**config.mk**
```make
export PLATFORM = sky130hd
export DESIGN_NAME = cnr_div
export DESIGN_NICKNAME = d
export VERILOG_FILES = /design/src/hw/rtl/cnr_div.sv
export SDC_FILE = /design/constraint.sdc
export NUM_CORES = 2
export LEC_CHECK = 0
export BUFFER_PORTS_ARGS = -buffer_cell sky130_fd_sc_hd__buf_2
export CAP_MARGIN = 20
export CORE_ASPECT_RATIO = 1.2
export CORE_MARGIN = 2
export CORE_UTILIZATION = 50
export DETAILED_ROUTE_END_ITERATION = 16
export PLACE_DENSITY_LB_ADDON = 0.3
export SLEW_MARGIN = 40
export SYNTH_ARGS = -nofsm -noshare
export SYNTH_HDL_FRONTEND = slang
export SYNTH_SLANG_ARGS = --single-unit
```
**constraint.sdc**
```tcl
create_clock -name clk -period 3.2 [get_ports clk]
set_clock_uncertainty 0.05 [all_clocks]
set_input_delay 0.16 -clock clk [delete_from_list [all_inputs] [get_ports clk]]
set_output_delay 0.16 -clock clk [all_outputs]
set_load 0.05 [all_outputs]
```
**src/hw/rtl/cnr_div.sv**
```systemverilog
// Pipelined restoring divider, one quotient bit per stage, with sideband.
module cnr_div #(
	parameter int NW = 31,
	parameter int DW = 15,
	parameter int SW = 4
) (
	input  logic          clk,
	input  logic          arst_n,
	input  logic          en,
	input  logic          in_vld,
	input  logic [NW-1:0] dividend,
	input  logic [DW-1:0] divisor,
	input  logic [SW-1:0] in_side,
	output logic          out_vld,
	output logic [NW-1:0] quotient,
	output logic [SW-1:0] out_side
);

	logic          vld_s [0:NW];
	logic [NW-1:0] dvd_s [0:NW];
	logic [DW-1:0] dvs_s [0:NW];
	logic [DW-1:0] rem_s [0:NW];
	logic [NW-1:0] quo_s [0:NW];
	logic [SW-1:0] sd_s  [0:NW];

	assign vld_s[0] = in_vld;
	assign dvd_s[0] = dividend;
	assign dvs_s[0] = divisor;
	assign rem_s[0] = '0;
	assign quo_s[0] = '0;
	assign sd_s[0]  = in_side;

	for (genvar i = 0; i < NW; i++) begin : g_stage
		logic [DW:0] trial;
		logic        ge;

		always_comb begin
			trial = {rem_s[i], dvd_s[i][NW-1]};
			ge    = trial >= {1'b0, dvs_s[i]};
		end

		always_ff @(posedge clk or negedge arst_n) begin
			if (!arst_n) begin
				vld_s[i+1] <= 1'b0;
			end else if (en) begin
				vld_s[i+1] <= vld_s[i];
			end
		end

		always_ff @(posedge clk) begin
			if (en) begin
				dvd_s[i+1] <= dvd_s[i] << 1;
				dvs_s[i+1] <= dvs_s[i];
				rem_s[i+1] <= ge ? DW'(trial - {1'b0, dvs_s[i]}) : trial[DW-1:0];
				quo_s[i+1] <= {quo_s[i][NW-2:0], ge};
				sd_s[i+1]  <= sd_s[i];
			end
		end
	end

	assign out_vld  = vld_s[NW];
	assign quotient = quo_s[NW];
	assign out_side = sd_s[NW];

endmodule

```
After elaboration in Yosys (flattened, before gate mapping):

Cells that the tools add are included.

* add/sub/neg operators: 30
* $lt $le $gt $ge: 31
* multiplexer cells: 30

Operator list (count)
* >= comparator 16 x 15 -> 1 bit: 30
* two-way mux 15 bit: 29
* subtractor 15 bit: 29
* >= comparator 1 x 15 -> 1 bit: 1
* subtractor 1 x 15 -> 15 bit: 1
* two-way mux 1 bit: 1

* bits in registers: 2016
* output and inout bits: 36
* logic and storage cells: 275

Logic depth before layout (Yosys ltp):

* word-level depth: 2
* mapped depth: 13
* depth with buffers taken out: 11

Worst setup path after synthesis:

Ideal clock, no wire load.

* kind: register to register
* from: reg dvs_s[150] (netlist bit)
* to: reg rem_s, in the netlist g_stage[22].trial[10], data pin
* setup time: 0.260 ns
* data arrival time: 2.734 ns
* slack: 0.156 ns
* stages on the path, launching flop included: 12
* path buffers: 1
* clock period less this slack: 3.044 ns
* cells stage by stage: edfxtp_1 > ha_1 > fa_1 > nor2b_1 > o31a_1 > o41a_1 > nand2_1 > o21ai_1 > nor4_1 > o21ai_1 > buf_2 > mux2_2

* longest elaborated chain between the ends: 2
* elaborated cells between the ends (all ways): 3

Ends and longest elaborated chain
* start, declared: RTL line 21 `logic [DW-1:0] dvs_s [0:NW];`
* start signal, assigned by index: RTL line 53 `dvs_s[i+1] <= dvs_s[i];`
* >= comparator 16 x 15 -> 1 bit: RTL line 39 `ge = trial >= {1'b0, dvs_s[i]};`
* net g_stage[21].ge: RTL line 35 `logic ge;`
* two-way mux 15 bit: RTL line 54 `rem_s[i+1] <= ge ? DW'(trial - {1'b0, dvs_s[i]}) : trial[DW-1:0];`
* end signal, assigned by index: RTL line 54
* end, declared: RTL line 22 `logic [DW-1:0] rem_s [0:NW];`

The timed path passes the listed nets, and every way through them passes these cells.
A chain may end at the register's enable or synchronous reset.

Worst setup path in the final report:

* from: reg dvs_s[360] (netlist bit)
* to: reg rem_s, in the netlist g_stage[8].trial[14], data pin

* longest elaborated chain between the ends: 2
* elaborated cells between the ends (all ways): 3

Ends and longest elaborated chain (RTL line)
* subtractor 15 bit or >= comparator 16 x 15 -> 1 bit (tied branches): 54, 39
* two-way mux 15 bit (*): 54

Every way passes the cells marked *; elsewhere a longest branch is shown, timed or not.

==> run summary <==
initial antenna violation count - 1
Reg power frac - 0.414
DIE HEIGHT - 463 um
Fmax achieved - 0.320 GHz
top cells by area, synth - edfxtp_1 (68%), ha_1 (6.4%), mux2_2 (2.9%)
pin count of the biggest net entering global routing - 111
DR iter-0 viols - 2887
antenna-violating nets left - 0
status - finished, final reports clean
RSZ-0062 raised after global routing - yes
DRC - 0
Synth top area share - 0.679
number of synthesized flops with an enable pin - 1985
register-to-register setup slack - 0.08 ns
Worst Setup EP - g_stage[8].trial[14]$_DFFE_PP_
R2R Path End - g_stage[8].trial[14]$_DFFE_PP_
clk slew on worst S/H paths - 0.06 ns
Hold Path Class - input pin to flip-flop
CP max stage delay - 0.44 ns
share of cells above drive strength 1 - 0.128
core footprint - 174000 sq um
NetSw - 28.9 mW
clock share of power - 0.250
syn_nets - 6598
CTS Buf Count - 199
worst-margin pin slew - 0.768 ns
total number of vias - 48100
CTS H-tree lvls - 4
die width - 387 um
Worst-Skew Late Latency - 0.83 ns
Critical Path RT - 3.72 ns
# port buffers - 89
Logic pwr share - 0.336
worst ir drop on vdd - 0.523 mV
Clock Tree Root - clkbuf_16
Non-Filler Instances - 8973
WL final - 159 mm
Final #Nets - 7046
clock sink count - 2016
vias in the first global route - 48200
sequential element share of the synthesized area - 0.688
die area - 179000 sq um
LEAKAGE - 38.4 nW
GRT Total Usage - 0.176
FP Rows - 168
Critical Path AT - 3.65 ns
min Tclk post-route - 3.12 ns
placed cells - 8499
Area Overhead vs Synth - 13.9%
Crit Reg-Reg Startpoint - dvs_s[360]$_DFFE_PP_
P_int - 63.3 mW
gpl congestion - 0.873
Mapped Area - 87800 sq um
Pins Over Slew Limit - 0
initial core utilization - 0.503
largest area contributor in the netlist - edfxtp_1
Overflow after GRT - 0
DR WL/cell - 17.7 um
pwr dens - 923 nW/um^2
asr flop ratio synth - 0.0154
# setup viols final - 0
Syn Area/Cell - 14.5 sq um
cells along the critical path - ha_1 -> fa_1 -> nor2b_1 -> o21a_1 -> o21ai_0 -> a21oi_1 -> o22a_1 -> a31o_4 -> mux2_2
hpwl dp - 111 mm
Reg2Reg Depth - 9
final hold violation count - 0
most instantiated cells after synthesis - edfxtp_1 (1985), inv_1 (585), ha_1 (452)
hold slack - 0.255 ns
crit path max fanout - 14
Worst slew margin - 0.488
max-cap viol count - 0
first-pass GRT wire length - 252 mm
CTS tree - built
Crit. End Element - flip-flop
Synth Instances - 6063
leading cell type by number of instances after synthesis - edfxtp_1
Primary FF master, synth - edfxtp_1
Vias per Instance - 5.36
final worst-path cycle share - 0.977
synthesis-stage register bit count - 2016
synth unique cells - 81
synth warn - 0
I/O Pins - 90
worst setup path startpoint - dvs_s[360]$_DFFE_PP_
Critical Path Start Type - flip-flop
Setup CP Type - flip-flop to flip-flop
Worst path slowest cell - edfxtp_1
switching portion of total power - 0.313
Pre-antenna DRT Iters - 6
clk buf depth - 3
## final cells by class
class | instances | area, sq um
Fill cell | 13700 | 74500
Sequential cell | 2016 | 60400
Multi-Input combinational cell | 3338 | 24700
Clock buffer | 243 | 5200
Timing Repair Buffer | 370 | 3270
Tap cell | 2295 | 2870
Inverter | 586 | 2200
Clock inverter | 124 | 1290
Antenna cell | 1 | 2.50
## power by group through the flow
stage	registers, mW	clock network, mW	logic (mW)
floorplan	37.3	0	23.0
global placement	38.7	0	29.7
detailed placement	38.8	0	30.4
CTS	38.3	23.8	30.8
global route	38.7	24.8	34.6
finish	38.2	23.0	31.0
## worst max-delay path: cells and delay by family, from the launching register on
kind	cells	cell delay, ns
DFF	1	0.44
and+or+nand+nor	1	0.14
adders and majority gates	2	0.65
AOI/OAI and AO/OA	5	1.21
muxes	1	0.39
## placed cells by master (no fill, tap or decap), types with 138 or more instances in the layout
| master | n |
|---|---|
| nor2_1 | 310 |
| xnor2_1 | 170 |
| nand2_1 | 311 |
| ha_1 | 450 |
| inv_1 | 584 |
| mux2_2 | 228 |
| buf_4 | 138 |
| clkbuf_16 | 201 |
| a21oi_1 | 308 |
| o21ai_0 | 370 |
| edfxtp_1 | 1985 |
## sequential cells by signal, indices dropped and copies added, names as in the netlist
register and count:
quo_s 465, dvs_s 450, vld_s 30, sd_s 120, out_vld 1, dvd_s 465
g_stage.trial 450, quotient 31, out_side 4
## how the worst min path moves through the flow
stage               slack (ns)          from                             to  cells after the start
floorplan                -0.19        arst_n            out_vld$_DFFE_PN0P_                      0
global placement          0.17        arst_n            out_vld$_DFFE_PN0P_                      1
detailed placement        0.18        arst_n            out_vld$_DFFE_PN0P_                      1
CTS                       0.14  dividend[30]  g_stage[1].trial[1]$_DFFE_PP_                      4
global route              0.19  dividend[30]  g_stage[1].trial[1]$_DFFE_PP_                      4
finish                    0.25  dividend[30]  g_stage[1].trial[1]$_DFFE_PP_                      4
## metrics by stage
stage | TNS [ns] | worst slack [ns] | power (mW) | instance area [sq um] | util
floorplan | 0 | 0.156 | 60.4 | 87800 | -
global placement | -1.82 | -0.144 | 68.4 | 92200 | 0.529
detailed placement | -0.205 | -0.0325 | 69.2 | 92300 | 0.529
CTS | 0 | 0.00824 | 92.9 | 99800 | 0.572
global route | -0.0583 | -0.0292 | 98.0 | 100000 | 0.573
finish | 0 | 0.0752 | 92.2 | 100000 | 0.573
## per-layer routing
| layer | global-route usage | vias to the layer above | routed length [um] |
|---|---|---|---|
| li1 | - | 23500 | - |
| met1 | 0.202 | 23400 | 63400 |
| met2 | 0.324 | 859 | 84000 |
| met3 | 0.0288 | 336 | 5220 |
| met4 | 0.0718 | 0 | 5940 |
| met5 | 0 | - | 0 |
## timing repair
| item | 4_1_cts | 5_1_grt |
|---|---|---|
| hold endpoints to repair | 294 | 0 |
| hold buffers | 105 | 0 |
| pin swaps | 1 | 9 |
| setup endpoints to repair | 8 | 136 |
| setup buffers | 1 | 0 |
| gates resized for setup | 0 | 33 |
## cells by family after synthesis
| kind of cell | count (synthesis) | share of synthesized area |
|---|---|---|
| flops | 2016 | 0.688 |
| compound gates | 1259 | 0.0904 |
| buf+inv | 709 | 0.0321 |
| simple gates | 1034 | 0.0554 |
| xor+xnor | 302 | 0.0301 |
| mux | 262 | 0.0332 |
| fa+ha+maj | 481 | 0.0710 |
Power figures use the tool's default switching activity.
